[src/kvt_pkg.sv]
// Shared types and constants of the key-value table.
package kvt_pkg;

  localparam int unsigned KEY_W   = 32;
  localparam int unsigned VALUE_W = 32;
  localparam int unsigned CMD_W   = 2;
  localparam int unsigned STAT_W  = 2;
  localparam int unsigned ENTRY_W = 5;

  localparam logic [CMD_W-1:0] CMD_PUT    = 2'd0;
  localparam logic [CMD_W-1:0] CMD_GET    = 2'd1;
  localparam logic [CMD_W-1:0] CMD_REMOVE = 2'd2;

  localparam logic [STAT_W-1:0] STAT_OK        = 2'd0;
  localparam logic [STAT_W-1:0] STAT_NOT_FOUND = 2'd1;
  localparam logic [STAT_W-1:0] STAT_FULL      = 2'd2;

  typedef struct packed {
    logic        [CMD_W-1:0]   cmd;
    logic signed [KEY_W-1:0]   key;
    logic signed [VALUE_W-1:0] value;
  } item_t;

  typedef struct packed {
    logic        [STAT_W-1:0]  status;
    logic signed [VALUE_W-1:0] read_value;
    logic        [ENTRY_W-1:0] entry_count;
  } result_t;

  typedef struct packed {
    logic [KEY_W-1:0]   key;
    logic [VALUE_W-1:0] value;
  } entry_t;

  typedef enum logic [2:0] {
    ST_IDLE,
    ST_FETCH,
    ST_CHECK,
    ST_SHIFT_RD,
    ST_SHIFT_WR,
    ST_RESP
  } state_e;

  // controller -> datapath
  typedef struct packed {
    logic              load_item;
    logic              clr_idx;
    logic              inc_idx;
    logic              mem_we;
    logic              wr_shift;
    logic              inc_count;
    logic              dec_count;
    logic              set_res;
    logic [STAT_W-1:0] res_status;
    logic              res_take_rd;
    logic              load_out;
  } ctrl_t;

  // datapath -> controller
  typedef struct packed {
    logic [CMD_W-1:0] cmd;
    logic             idx_end;
    logic             hit;
    logic             full;
    logic             out_free;
  } stat_t;

endpackage

[src/kvt_ctrl.sv]
// Sequencer of the key-value table: search, append, update and shift-down steps.
module kvt_ctrl
  import kvt_pkg::*;
(
  input  logic   clk_i,
  input  logic   rst_ni,
  input  logic   in_valid_i,
  output logic   in_stall_o,
  input  stat_t  stat_i,
  output ctrl_t  ctrl_o
);

  state_e state_q, state_d;

  logic known_cmd;
  assign known_cmd = stat_i.cmd inside {CMD_PUT, CMD_GET, CMD_REMOVE};

  always_ff @(posedge clk_i or negedge rst_ni) begin
    if (!rst_ni) begin
      state_q <= ST_IDLE;
    end else begin
      state_q <= state_d;
    end
  end

  always_comb begin
    state_d = state_q;
    case (state_q)
      ST_IDLE: begin
        if (in_valid_i) state_d = ST_FETCH;
      end
      ST_FETCH: begin
        if (!known_cmd || stat_i.idx_end) state_d = ST_RESP;
        else state_d = ST_CHECK;
      end
      ST_CHECK: begin
        if (!stat_i.hit) state_d = ST_FETCH;
        else if (stat_i.cmd == CMD_REMOVE) state_d = ST_SHIFT_RD;
        else state_d = ST_RESP;
      end
      ST_SHIFT_RD: begin
        if (stat_i.idx_end) state_d = ST_RESP;
        else state_d = ST_SHIFT_WR;
      end
      ST_SHIFT_WR: state_d = ST_SHIFT_RD;
      ST_RESP: begin
        if (stat_i.out_free) state_d = ST_IDLE;
      end
      default: state_d = ST_IDLE;
    endcase
  end

  always_comb begin
    ctrl_o     = '0;
    in_stall_o = (state_q != ST_IDLE);
    case (state_q)
      ST_IDLE: begin
        ctrl_o.load_item = in_valid_i;
        ctrl_o.clr_idx   = in_valid_i;
      end
      ST_FETCH: begin
        if (!known_cmd) begin
          ctrl_o.set_res    = 1'b1;
          ctrl_o.res_status = STAT_OK;
        end else if (stat_i.idx_end) begin
          ctrl_o.set_res = 1'b1;
          if (stat_i.cmd != CMD_PUT) begin
            ctrl_o.res_status = STAT_NOT_FOUND;
          end else if (stat_i.full) begin
            ctrl_o.res_status = STAT_FULL;
          end else begin
            ctrl_o.res_status = STAT_OK;
            ctrl_o.mem_we     = 1'b1;
            ctrl_o.inc_count  = 1'b1;
          end
        end
      end
      ST_CHECK: begin
        if (!stat_i.hit) begin
          ctrl_o.inc_idx = 1'b1;
        end else if (stat_i.cmd == CMD_REMOVE) begin
          ctrl_o.inc_idx = 1'b1;
        end else begin
          ctrl_o.set_res     = 1'b1;
          ctrl_o.res_status  = STAT_OK;
          ctrl_o.mem_we      = (stat_i.cmd == CMD_PUT);
          ctrl_o.res_take_rd = (stat_i.cmd == CMD_GET);
        end
      end
      ST_SHIFT_RD: begin
        if (stat_i.idx_end) begin
          ctrl_o.dec_count  = 1'b1;
          ctrl_o.set_res    = 1'b1;
          ctrl_o.res_status = STAT_OK;
        end
      end
      ST_SHIFT_WR: begin
        ctrl_o.mem_we   = 1'b1;
        ctrl_o.wr_shift = 1'b1;
        ctrl_o.inc_idx  = 1'b1;
      end
      ST_RESP: begin
        ctrl_o.load_out = stat_i.out_free;
      end
      default: ;
    endcase
  end

`ifndef SYNTH
  a_no_write_idle: assert property (@(posedge clk_i) disable iff (!rst_ni)
    (state_q == ST_IDLE) |-> !ctrl_o.mem_we)
    else $error("entry write while idle");

  a_accept_starts_fetch: assert property (@(posedge clk_i) disable iff (!rst_ni)
    (state_q == ST_IDLE && in_valid_i) |=> (state_q == ST_FETCH))
    else $error("accepted beat did not start a search");

  a_resp_follows_result: assert property (@(posedge clk_i) disable iff (!rst_ni)
    (state_q != ST_RESP && state_d == ST_RESP) |-> ctrl_o.set_res)
    else $error("response state entered without a result");
`endif

endmodule

[src/kvt_datapath.sv]
// Entry memory, item and index registers, entry count and result register.
module kvt_datapath
  import kvt_pkg::*;
#(
  parameter int unsigned CAPACITY = 16
) (
  input  logic    clk_i,
  input  logic    rst_ni,
  input  item_t   in_data_i,
  input  logic    out_stall_i,
  output logic    out_valid_o,
  output result_t out_data_o,
  input  ctrl_t   ctrl_i,
  output stat_t   stat_o
);

  localparam int unsigned CW = $clog2(CAPACITY + 1);
  localparam int unsigned AW = (CAPACITY > 1) ? $clog2(CAPACITY) : 1;

  entry_t             mem_q [CAPACITY];
  entry_t             rdata_q;
  item_t              item_q;
  logic [CW-1:0]      idx_q;
  logic [CW-1:0]      count_q;
  logic [STAT_W-1:0]  res_status_q;
  logic [VALUE_W-1:0] res_rd_q;
  logic               out_valid_q;
  result_t            out_data_q;

  logic [CW-1:0] wr_idx;
  entry_t        wr_data;

  assign wr_idx  = ctrl_i.wr_shift ? CW'(idx_q - CW'(1)) : idx_q;
  assign wr_data = ctrl_i.wr_shift ? rdata_q : entry_t'{key: item_q.key, value: item_q.value};

  always_ff @(posedge clk_i) begin
    if (ctrl_i.mem_we) mem_q[wr_idx[AW-1:0]] <= wr_data;
    rdata_q <= mem_q[idx_q[AW-1:0]];
  end

  always_ff @(posedge clk_i) begin
    if (ctrl_i.load_item) item_q <= in_data_i;
    if (ctrl_i.set_res) begin
      res_status_q <= ctrl_i.res_status;
      res_rd_q     <= ctrl_i.res_take_rd ? rdata_q.value : '0;
    end
    if (ctrl_i.load_out) begin
      out_data_q.status      <= res_status_q;
      out_data_q.read_value  <= res_rd_q;
      out_data_q.entry_count <= ENTRY_W'(count_q);
    end
  end

  always_ff @(posedge clk_i or negedge rst_ni) begin
    if (!rst_ni) begin
      idx_q       <= '0;
      count_q     <= '0;
      out_valid_q <= 1'b0;
    end else begin
      if (ctrl_i.clr_idx) idx_q <= '0;
      else if (ctrl_i.inc_idx) idx_q <= CW'(idx_q + CW'(1));
      if (ctrl_i.inc_count) count_q <= CW'(count_q + CW'(1));
      else if (ctrl_i.dec_count) count_q <= CW'(count_q - CW'(1));
      if (ctrl_i.load_out) out_valid_q <= 1'b1;
      else if (!out_stall_i) out_valid_q <= 1'b0;
    end
  end

  assign stat_o.cmd      = item_q.cmd;
  assign stat_o.idx_end  = (idx_q >= count_q);
  assign stat_o.hit      = (rdata_q.key == item_q.key);
  assign stat_o.full     = (count_q == CW'(CAPACITY));
  assign stat_o.out_free = !out_valid_q || !out_stall_i;

  assign out_valid_o = out_valid_q;
  assign out_data_o  = out_data_q;

`ifndef SYNTH
  a_count_bound: assert property (@(posedge clk_i) disable iff (!rst_ni)
    count_q <= CW'(CAPACITY))
    else $error("entry count above capacity");

  a_count_step: assert property (@(posedge clk_i) disable iff (!rst_ni)
    (count_q != $past(count_q)) |->
      (count_q == CW'($past(count_q) + CW'(1)) || count_q == CW'($past(count_q) - CW'(1))))
    else $error("entry count moved by more than one");

  a_write_in_range: assert property (@(posedge clk_i) disable iff (!rst_ni)
    ctrl_i.mem_we |-> (wr_idx < CW'(CAPACITY)))
    else $error("entry write beyond capacity");
`endif

endmodule

[src/key_value_table_linear_search.sv]
// Top level of the key-value table with linear search.
// Stores up to CAPACITY key/value pairs packed in insertion order in an
// entry memory with one write port and one registered read port. One beat
// is taken at a time: a search reads, then compares each stored entry it
// visits, a remove then moves each later entry down one place (read, then
// write), and a result may wait for a stalled output register. The next
// beat is taken while the previous result still waits in the output
// register.
module key_value_table_linear_search
  import kvt_pkg::*;
#(
  parameter int unsigned CAPACITY = 16
) (
  input  logic    clk_i,
  input  logic    rst_ni,
  input  logic    in_valid_i,
  output logic    in_stall_o,
  input  item_t   in_data_i,
  output logic    out_valid_o,
  input  logic    out_stall_i,
  output result_t out_data_o
);

  ctrl_t ctrl;
  stat_t stat;

  kvt_ctrl u_ctrl (
    .clk_i      (clk_i),
    .rst_ni     (rst_ni),
    .in_valid_i (in_valid_i),
    .in_stall_o (in_stall_o),
    .stat_i     (stat),
    .ctrl_o     (ctrl)
  );

  kvt_datapath #(
    .CAPACITY (CAPACITY)
  ) u_datapath (
    .clk_i       (clk_i),
    .rst_ni      (rst_ni),
    .in_data_i   (in_data_i),
    .out_stall_i (out_stall_i),
    .out_valid_o (out_valid_o),
    .out_data_o  (out_data_o),
    .ctrl_i      (ctrl),
    .stat_o      (stat)
  );

endmodule

[config.mk]
export PLATFORM = sky130hd
export DESIGN_NAME = key_value_table_linear_search
export DESIGN_NICKNAME = d
export VERILOG_FILES = /design/src/kvt_pkg.sv /design/src/kvt_ctrl.sv /design/src/kvt_datapath.sv /design/src/key_value_table_linear_search.sv
export SDC_FILE = /design/constraint.sdc
export NUM_CORES = 1
export LEC_CHECK = 0
export BUFFER_PORTS_ARGS = -buffer_cell sky130_fd_sc_hd__buf_2
export CELL_PAD_IN_SITES_DETAIL_PLACEMENT = 0
export CELL_PAD_IN_SITES_GLOBAL_PLACEMENT = 1
export CORE_MARGIN = 3
export CORE_UTILIZATION = 30
export DETAILED_ROUTE_END_ITERATION = 8
export GPL_TIMING_DRIVEN = 0
export PLACE_DENSITY_LB_ADDON = 0.1
export SYNTH_ARGS = -nofsm -noshare
export SYNTH_HDL_FRONTEND = slang
export SYNTH_SLANG_ARGS = --single-unit
[constraint.sdc]
create_clock -name clk_i -period 12.3 [get_ports clk_i]
set_clock_uncertainty 0.2 [all_clocks]
set_input_delay 1.845 -clock clk_i [delete_from_list [all_inputs] [get_ports clk_i]]
set_output_delay 1.845 -clock clk_i [all_outputs]
set_load 0.005 [all_outputs]
### Word-level counts from Yosys, hierarchy flattened

Memory sizes are Yosys's and may differ from the RTL's. A register that Yosys moved wholly into a read port is not among the register bits.
Cells that the tools add are included.

| storage, ports and cells | value |
|---|---|
| bits in registers | 153 |
| bits in writable memories | 1024 |
| output and inout port bits | 41 |
| word-level logic and storage cells | 84 |
| memories kept | 1 |

Memory list:

| name | words | width | read ports | clocked after memory_dff | write ports | RTL line | source |
|---|---|---|---|---|---|---|---|
| u_datapath.mem_q | 16 | 64 | 1 | 1 | 1 | kvt_datapath.sv:20 | `entry_t mem_q [CAPACITY];` |

| cells by class | value |
|---|---|
| add/sub/neg operators | 4 |
| order comparisons | 1 |
| equal/unequal tests | 12 |
| mux-type cells | 41 |
| reduce and logical (&&, ||, !) cells | 13 |

Operators by type and width:

| kind | count |
|---|---|
| 64-bit two-way mux | 1 |
| 32-bit == test | 1 |
| 3-bit two-way mux | 7 |
| 5-bit two-way mux | 4 |
| 1-bit two-way mux | 18 |
| 3-bit one-hot mux with 6 select lines | 1 |
| 4-bit two-way mux | 4 |
| 5-bit by 1-bit adder with 5-bit output (second input constant) | 2 |
| 3-bit one-hot mux with 3 select lines | 1 |
| 3-bit by 2-bit == test with 1-bit output (second input constant) | 2 |
| 3-bit == test (second input constant) | 2 |
| 2-bit two-way mux | 3 |
| 2-bit nonzero test | 3 |
| 3-bit nonzero test | 2 |
| 5-bit == test (second input constant) | 1 |
| 5-bit >= comparator | 1 |
| 5-bit by 1-bit subtractor with 5-bit output (second input constant) | 1 |
| 2-bit by 1-bit inequality test with 1-bit output (second input constant) | 2 |
| 4-bit by 1-bit subtractor with 4-bit output (second input constant) | 1 |
| 3-bit by 1-bit == test with 1-bit output (second input constant) | 1 |
| 1-bit logical NOT | 3 |
| 3-bit logical NOT | 1 |
| 1-bit one-hot mux with 3 select lines | 1 |
| 2-bit by 1-bit == test with 1-bit output (second input constant) | 1 |
| other kinds (6) | 7 |

### Logic depth before layout (Yosys ltp)

Gate-level depths: netlist of the first run.

| logic depth | value |
|---|---|
| depth after elaboration | 8 |
| depth in mapped cells | 19 |
| gate-level depth less buffers | 16 |

### Modules after synthesis

A second synthesis of the first run with hierarchy kept.

| unflattened totals | value |
|---|---|
| cells, all modules | 2022 |
| area, all modules | 46304.4 um^2 |

Modules (own cells, without submodules):

| module | times used | cells each | area an instance (um^2) | sequential area each (um^2) |
|---|---|---|---|---|
| kvt_datapath | 1 | 1976 | 45954.1 | 36480.0 |
| kvt_ctrl | 1 | 46 | 350.3 | 75.1 |

### Least setup slack after synthesis of the first run

No wires, ideal clock.

| timing | value |
|---|---|
| path kind | register to register |
| start | reg u_datapath.idx_q[0] |
| end | mem u_datapath.mem_q[7][0] (netlist name) (enable) |
| library setup time | 0.487 ns |
| arrival time | 4.936 ns |
| required time | 11.613 ns |
| setup slack | 6.677 ns |
| cell stages (with the launch flop) | 13 |
| cell sequence | dfrtp_1 clkbuf_1 clkbuf_1 buf_2 inv_1 ha_1 nand2b_1 a21o_1 a21oi_1 o21ai_0 a32o_1 a31oi_1 nor2_1 |

| between the ends | value |
|---|---|
| word-level cells in the longest chain between the ends | 6 |
| elaborated cells on any way between the ends | 8 |
| classes of those cells | add/sub (1); order compare (1); mux (6) |

RTL lines:

| element | RTL line | source |
|---|---|---|
| start: declaration | kvt_datapath.sv:23 | `logic [CW-1:0] idx_q;` |
| start signal: assignment | kvt_datapath.sv:61 | `else if (ctrl_i.inc_idx) idx_q <= CW'(idx_q + CW'(1));` |
| 5-bit >= comparator | kvt_datapath.sv:70 | `assign stat_o.idx_end = (idx_q >= count_q);` |
| 1-bit two-way mux | kvt_ctrl.sv:65 | `end else if (stat_i.idx_end) begin` |
| 1-bit two-way mux | kvt_ctrl.sv:62 | `if (!known_cmd) begin` |
| 1-bit one-hot mux with 3 select lines | kvt_ctrl.sv:56 | `case (state_q)` |
| 1-bit two-way mux | kvt_datapath.sv:37 | `if (ctrl_i.mem_we) mem_q[wr_idx[AW-1:0]] <= wr_data;` |
| 1-bit two-way mux (not written as such) | kvt_datapath.sv:37 |  |
| end: declaration | kvt_datapath.sv:20 |  |

Parallel ways exist; a longest one is shown, timed or not.

### Final worst setup path of the first run

| timing | value |
|---|---|
| start | reg u_datapath.idx_q[0] |
| end | mem u_datapath.mem_q[2][38] (netlist name) (enable) |

The elaborated chain is that of the path after synthesis.

==> impl_results.md, run 1 <==
* Sequential area share after synthesis at 0.789
* Final wirelength at 125 mm
* CTS tree: done
* Clock group share of total power at 0.348
* Tightest hold margin at 220 ps
* Post-synth ARST share at 0.0113
* Placed cell areas at 0.0510 sq mm
* Register bit count reported by yosys at 1,241
* Clock sink count at 1,241
* Vias per inst at 4.79
* Crit-path cells: clkbuf_1, clkbuf_1, buf_2, inv_1, ha_1, nand2b_1, a21o_1, a21oi_1, o21ai_0, a32o_1, a31oi_1, nor2_4, buf_16, buf_12, buf_12
* Critical path's top delay family: buffers and inverters
* Sw Share at 0.272
* Post-CTS Resized at 0
* Crit Path Max Fanout at 17
* Critical R2R Launch: u_datapath.idx_q[0]
* Mux cell area share after synthesis at 0.172
* Synth unique cells at 45
* Main combinational cell family by area after synthesis: multiplexers
* DRT Pass-1 Iters at 4
* Pin count of the biggest net entering global routing at 38
* Clock root buffer: clkbuf_16
* Fin Setup TNS at 0 ps
* Max Buffers Root-to-Sink at 3
* Compound-Gate Fraction of Synth Area at 0.00678
* Post-route DRC at 0
* CP max-delay cell: nor2_4
* Design Area, Final at 0.0556 sq mm
* Leakage power at 0.0173 uW
* Commonest non-fill, non-tap cell in the layout: edfxtp_1
* Site Rows at 143
* Post-DP HPWL at 79.2 mm
* Core Box Area at 0.153 sq mm
* First-pass GRT wire length at 176 mm
* Net Sw Power at 3240 uW
* Die W at 399 um
* Yosys top cell by area: edfxtp_1
* Critical Path Max Stage Delay at 640 ps
* H-Tree Depth at 4
* Antenna violations before repair at 4
* WS Path Type: flip-flop to flip-flop
* Syn Inst Count at 1,941
* Outcome: completed
* RePlAce Congestion at 0.725
* PwrDens at 215 mW/mm^2
* Worst path arrival time at 5660 ps
* Post-Synth XOR/XNOR Area at 0.00699
* Vias in the first global route at 23,013
* Layout overhead on the synthesized area at 20.0%
* Most frequent cells in the layout: 1,163 x edfxtp_1, 320 x mux4_2, 144 x clkbuf_16
* Fin crit share at 0.441
* Latest clock arrival within the worst-skew pair at 760 ps
* Starting Density at 0.304
* Number of I/O pins at 111
* Critical Path End Type: flip-flop
* Pint at 8700 uW
* Number of DRC markers in iteration 0 at 1,608
* Max Fclk at 0.184 GHz
* Max Slew Vio Count at 0
* Nets at 2,343
* Combinational group share of total power at 0.199
* DIE AREA at 0.159 sq mm
* Post-layout util at 0.364
* Fraction of layout cells with a size suffix above 1 at 0.346
* Cts hold-fix bufs at 0
* Worst slew pin tran at 1260 ps
* Syn Area/Cell at 23.9 sq um
* Routed len/inst at 28.3 um
* Seq pwr share at 0.453
* CP bufs+invs at 7
* Max IR drop VDD at 0.000134 V
* DRT antenna net count at 0
* Worst hold start: u_datapath.res_rd_q[4]
* Post-Syn Nets at 2,022
* Worst setup path start: u_datapath.idx_q[0]
* Top FF cell, synth: edfxtp_1
* Synth Cell Area at 0.0463 sq mm
* Synth top area share at 0.754
* Data required, critical path at 12,530 ps
* Top post-synthesis cells by area: edfxtp_1 75%, mux4_2 16%, dfxtp_1 2.8%, mux2_2 1.6%, dfrtp_1 0.76%
* PortBufs at 110
* Ant. Diodes at 0
* Via Count at 21,110
* Area share of and/or/nand/nor cells after synthesis at 0.0133
* Crit path launch type: flip-flop
* Min Clock Period, post-route at 5430 ps
* Post-synth EDFFs at 1,163
* Max_cap viols at 0
* Syn. warnings at 0
* RSZ-0062 raised after global routing: false
* Global route overflow at 0
* Num CTS Buffers at 143
* Min-delay worst type: flip-flop to flip-flop
* All-Layer GR Usage at 0.159
* Die Span Y at 399 um
* # setup viols final at 0
* Worst-path clk slew at 60 ps
* Final Hold Fails at 0
* Worst relative slew slack at 0.163
* Post CTS Setup Buffer Count at 0
* Adder-Cell Fraction of Synth Area at 0.00313
## routing by layer
| metal | track usage | routed length, um | part of all wire |
|---|---|---|---|
| met5 | 0 | 0 | 0 |
| met4 | 0.0471 | 2980 | 0.024 |
| met3 | 0.0274 | 5200 | 0.042 |
| met2 | 0.269 | 62400 | 0.50 |
| met1 | 0.211 | 54400 | 0.43 |
## worst register-to-register path, stage by stage, from the launching register on
cell      delay, ps
dfrtp_1         350
clkbuf_1        250
clkbuf_1        630
buf_2           370
inv_1           170
ha_1            300
nand2b_1         90
a21o_1          110
a21oi_1          70
o21ai_0         420
a32o_1          380
a31oi_1         360
nor2_4          640
buf_16          260
buf_12          220
buf_12          240
## metrics by stage
| stage | cells | setup slack (ps) | power [uW] |
|---|---|---|---|
| floorplan | 1941 | 6680 | 6980 |
| global route | 4409 | 6470 | 12500 |
| CTS | 4409 | 6670 | 12200 |
| finish | 4409 | 6870 | 11900 |
| detailed placement | 4147 | 6720 | 7960 |
| global placement | 4081 | 179 | 7880 |
## power groups by stage
stage          logic [uW]  clock network, uW  registers (uW)
6_report             2380               4150            5410
5_1_grt              2580               4470            5430
4_1_cts              2470               4300            5410
3_5_place_dp         2470                  0            5500
3_3_place_gp         2340                  0            5540
2_1_floorplan        1540                  0            5440
## worst paths after layout
check,depth (start not counted),endpoint,slack (ps)
worst max-delay path,15,u_datapath.mem_q[2][38],6870
worst min-delay path,0,u_datapath.out_data_o[9],220
worst max register to register,15,u_datapath.mem_q[2][38],6870
worst min register to register,0,u_datapath.out_data_o[9],220
max in group asynchronous,1,u_datapath.idx_q[1],10830
min in group asynchronous,1,u_datapath.count_q[4],800
## state kept, by name, indices dropped and copies added, names as in the netlist
register	count
u_datapath.idx_q	5
u_ctrl.state_q	3
u_datapath.count_q	5
u_datapath.res_rd_q	32
u_datapath.out_data_o	39
u_datapath.stat_o	2
u_datapath.res_status_q	2
u_datapath.out_valid_o	1
u_datapath.rdata_q	64
u_datapath.mem_q	1024
u_datapath.item_q	64
## cell type report
cell class / instances / area, sq um
Clock inverter: 58 / 598
Multi-Input combinational cell: 596 / 9500
Fill cell: 13900 / 97000
Inverter: 15 / 58.8
Timing Repair Buffer: 176 / 2010
Sequential cell: 1241 / 36600
Buffer: 89 / 378
Tap cell: 2030 / 2540
Clock buffer: 204 / 3990
## logic make-up after synthesis
logic type      Yosys count
compound gates           48
xor+xnor                 37
fa+ha+maj                11
buf+inv                 104
flops                  1241
mux                     387
simple gates            113
## cell usage after synthesis, types with 2 or more instances
| library cell | count |
|---|---|
| dfrtp_1 | 14 |
| clkbuf_1 | 45 |
| ha_1 | 10 |
| dfxtp_1 | 64 |
| o31ai_1 | 2 |
| nor2_1 | 25 |
| and2_1 | 33 |
| nor3b_1 | 2 |
| o21ai_0 | 13 |
| xor2_1 | 34 |
| a211oi_1 | 2 |
| inv_1 | 15 |
| nor3_1 | 4 |
| nor4_2 | 3 |
| xnor2_1 | 3 |
| nand4_1 | 3 |
| mux2i_1 | 3 |
| nand2_1 | 16 |
| buf_2 | 32 |
| o211ai_1 | 2 |
| a21oi_1 | 12 |
| and3_1 | 4 |
| edfxtp_1 | 1163 |
| a31oi_1 | 5 |
| buf_1 | 11 |
| mux4_2 | 320 |
| nand2b_1 | 3 |
| mux2_2 | 64 |
| nor4_1 | 8 |
| nand3_1 | 8 |
| a21o_1 | 4 |
Power figures use the tool's default switching activity.
==> run 2: changes to the inputs <==
- clock period: 12.3 -> 5.45 ns (I/O delays scaled with it)
==> run 2 against run 1 <==
- sequential share of layout area fell by 0.74 points
- via count rose by 0.79%
- first-iteration DRC count fell by 2.2%
- critical endpoint is now u_datapath.mem_q[5][28]
- highest routed layer unchanged
==> impl_results.md, run 2 (synthesized netlist as in run 1, its figures left out) <==
* Leakage power at 0.0176 uW (was 0.0173 uW)
* Worst setup path start: u_datapath.idx_q[0] (unchanged)
* Core Box Area at 0.153 sq mm (unchanged)
* Number of I/O pins at 111 (unchanged)
* DIE AREA at 0.159 sq mm (unchanged)
* Min-delay worst type: input pin to flip-flop (was flip-flop to flip-flop)
* Worst path arrival time at 5330 ps (was 5660 ps)
* Die W at 399 um (unchanged)
* Via Count at 21,276 (was 21,110)
* Final Non-Filler Cells at 4,472 (was 4,409)
* Die Span Y at 399 um (unchanged)
* Routed len/inst at 28.0 um (was 28.3 um)
* Worst R2R Path Depth at 14 (was 15)
* Site Rows at 143 (unchanged)
* DRT Pass-1 Iters at 5 (was 4)
* Worst relative slew slack at 0.158 (was 0.163)
* Number of DRC markers in iteration 0 at 1,572 (was 1,608)
* Latest clock arrival within the worst-skew pair at 760 ps (about the same)
* Crit path launch type: flip-flop (unchanged)
* RSZ-0062 raised after global routing: false (unchanged)
* Dpl cells at 4,147 (unchanged)
* CP endpoint: u_datapath.mem_q[5][28] (was u_datapath.mem_q[2][38])
* Starting Density at 0.304 (unchanged)
* Design Area, Final at 0.0563 sq mm (was 0.0556 sq mm)
* Most frequent cells in the layout: 1,163 x edfxtp_1, 320 x mux4_2, 144 x clkbuf_16 (unchanged)
* Clock root buffer: clkbuf_16 (unchanged)
* WS Path Type: flip-flop to flip-flop (unchanged)
* Layout overhead on the synthesized area at 21.4% (was 20.0%)
* Worst slew pin tran at 1260 ps (about the same)
* Max Slew Vio Count at 0 (unchanged)
* Max IR drop VDD at 0.000301 V (was 0.000134 V)
* Final wirelength at 125 mm (about the same)
* Pin count of the biggest net entering global routing at 38 (unchanged)
* Data required, critical path at 5690 ps (was 12,530 ps)
* Fin crit share at 0.934 (was 0.441)
* Min Clock Period, post-route at 5090 ps (was 5430 ps)
* First-pass GRT wire length at 176 mm (about the same)
* Fin Setup TNS at 0 ps (unchanged)
* Worst-path clk slew at 60 ps (about the same)
* Ant. Diodes at 0 (unchanged)
* Max Buffers Root-to-Sink at 3 (unchanged)
* Final Hold Fails at 0 (unchanged)
* Global route overflow at 0 (unchanged)
* Power Total at 27,000 uW (was 11,900 uW)
* RePlAce Congestion at 0.725 (unchanged)
* Post-route DRC at 0 (unchanged)
* Fraction of layout cells with a size suffix above 1 at 0.338 (was 0.346)
* PwrDens at 480 mW/mm^2 (was 215 mW/mm^2)
* H-Tree Depth at 4 (unchanged)
* DRT antenna net count at 0 (unchanged)
* Nets at 2,406 (was 2,343)
* Post-layout util at 0.369 (was 0.364)
* # setup viols final at 0 (unchanged)
* PortBufs at 110 (unchanged)
* # fillers at 13,860 (was 13,900)
* Register area at 0.0366 sq mm (unchanged)
* Num CTS Buffers at 143 (unchanged)
* Post-DP HPWL at 79.2 mm (unchanged)
* All-Layer GR Usage at 0.159 (about the same)
* Crit Path Max Fanout at 19 (was 17)
* Area occupied by multi-input gates at 0.00950 sq mm (unchanged)
* Max_cap viols at 0 (unchanged)
* CTS tree: done (unchanged)
* FF-to-FF setup slack at 360 ps (was 6870 ps)
* Antenna violations before repair at 4 (unchanged)
* Outcome: completed (unchanged)
* Critical R2R Launch: u_datapath.idx_q[0] (unchanged)
* Vias in the first global route at 23,137 (was 23,013)
* Max Fclk at 0.196 GHz (was 0.184 GHz)
* Placed cell areas at 0.0510 sq mm (unchanged)
* Vias per inst at 4.76 (was 4.79)
* Critical Path End Type: flip-flop (unchanged)
* Commonest non-fill, non-tap cell in the layout: edfxtp_1 (unchanged)
* Clock sink count at 1,241 (unchanged)
* Max reg flops at 1,024 (unchanged)
* Worst r2r dst: u_datapath.mem_q[5][28] (was u_datapath.mem_q[2][38])
[run 2: cell count changes in the layout (fill, tap and decap cells not counted), sizes merged]
cell	change
buf	+1
dlygate4sd3	+62
[run 2: timing repair]
action | CTS | global route
pin swaps | 0 | 1
hold buffers | 62 | 0
setup endpoints to repair | 186 | 17
buffers inserted | 0 | 1
resized for setup | 1 | 0
hold endpoints to repair | 75 | 0
[run 2: power breakdown]
part	internal [uW]	total, uW	switching [uW]
clock network	5540	9380	3840
logic	2220	5410	3180
registers	11900	12200	309
total	19700	27000	7330
[run 2: worst min-delay path by stage]
stage                                        from                         to  slack (ps)  cells after the start
after global routing                in_data_i[42]      u_datapath.item_q[42]          50                      1
after detailed placement   u_datapath.res_rd_q[4]   u_datapath.out_data_o[9]         200                      0
after global placement    u_datapath.res_rd_q[16]  u_datapath.out_data_o[21]         200                      0
final                               in_data_i[42]      u_datapath.item_q[42]         120                      1
after CTS                           in_data_i[42]      u_datapath.item_q[42]          20                      1
after floorplan            u_datapath.res_rd_q[5]  u_datapath.out_data_o[10]         200                      0
[run 2: critical path, cell delays in order (launching register included)]
cell and delay (ps):
dfrtp_1 350, clkbuf_1 260, clkbuf_2 390, buf_2 310
inv_1 160, ha_1 300, nand2b_1 90, a21o_1 110
a21oi_1 70, o21ai_0 420, a32o_1 380, a31oi_1 360
nor2_4 800, buf_12 300, buf_12 240
[run 2: layout make-up]
class,count,area share
multi-input combinational,596,0.169
buffer,89,0.00674
timing repair buffer,239,0.0469
inverter,15,0.00105
clock buffer,204,0.0709
tap,2030,0.0452
sequential,1241,0.650
clock inverter,58,0.0106
[run 2: metal layers]
metal	share of wire	track usage	up-vias
met5	0	0	-
met4	0.024	0.0471	0
met3	0.041	0.0272	174
met2	0.50	0.269	478
met1	0.44	0.211	11587
li1	-	-	9037
[run 2: per-stage QoR]
step,setup slack [ps],hold slack (ps)
after floorplan,-173,200
after global placement,-6670,201
after detailed placement,-133,205
after CTS,166,24.8
after global routing,14.1,52.2
final,358,122
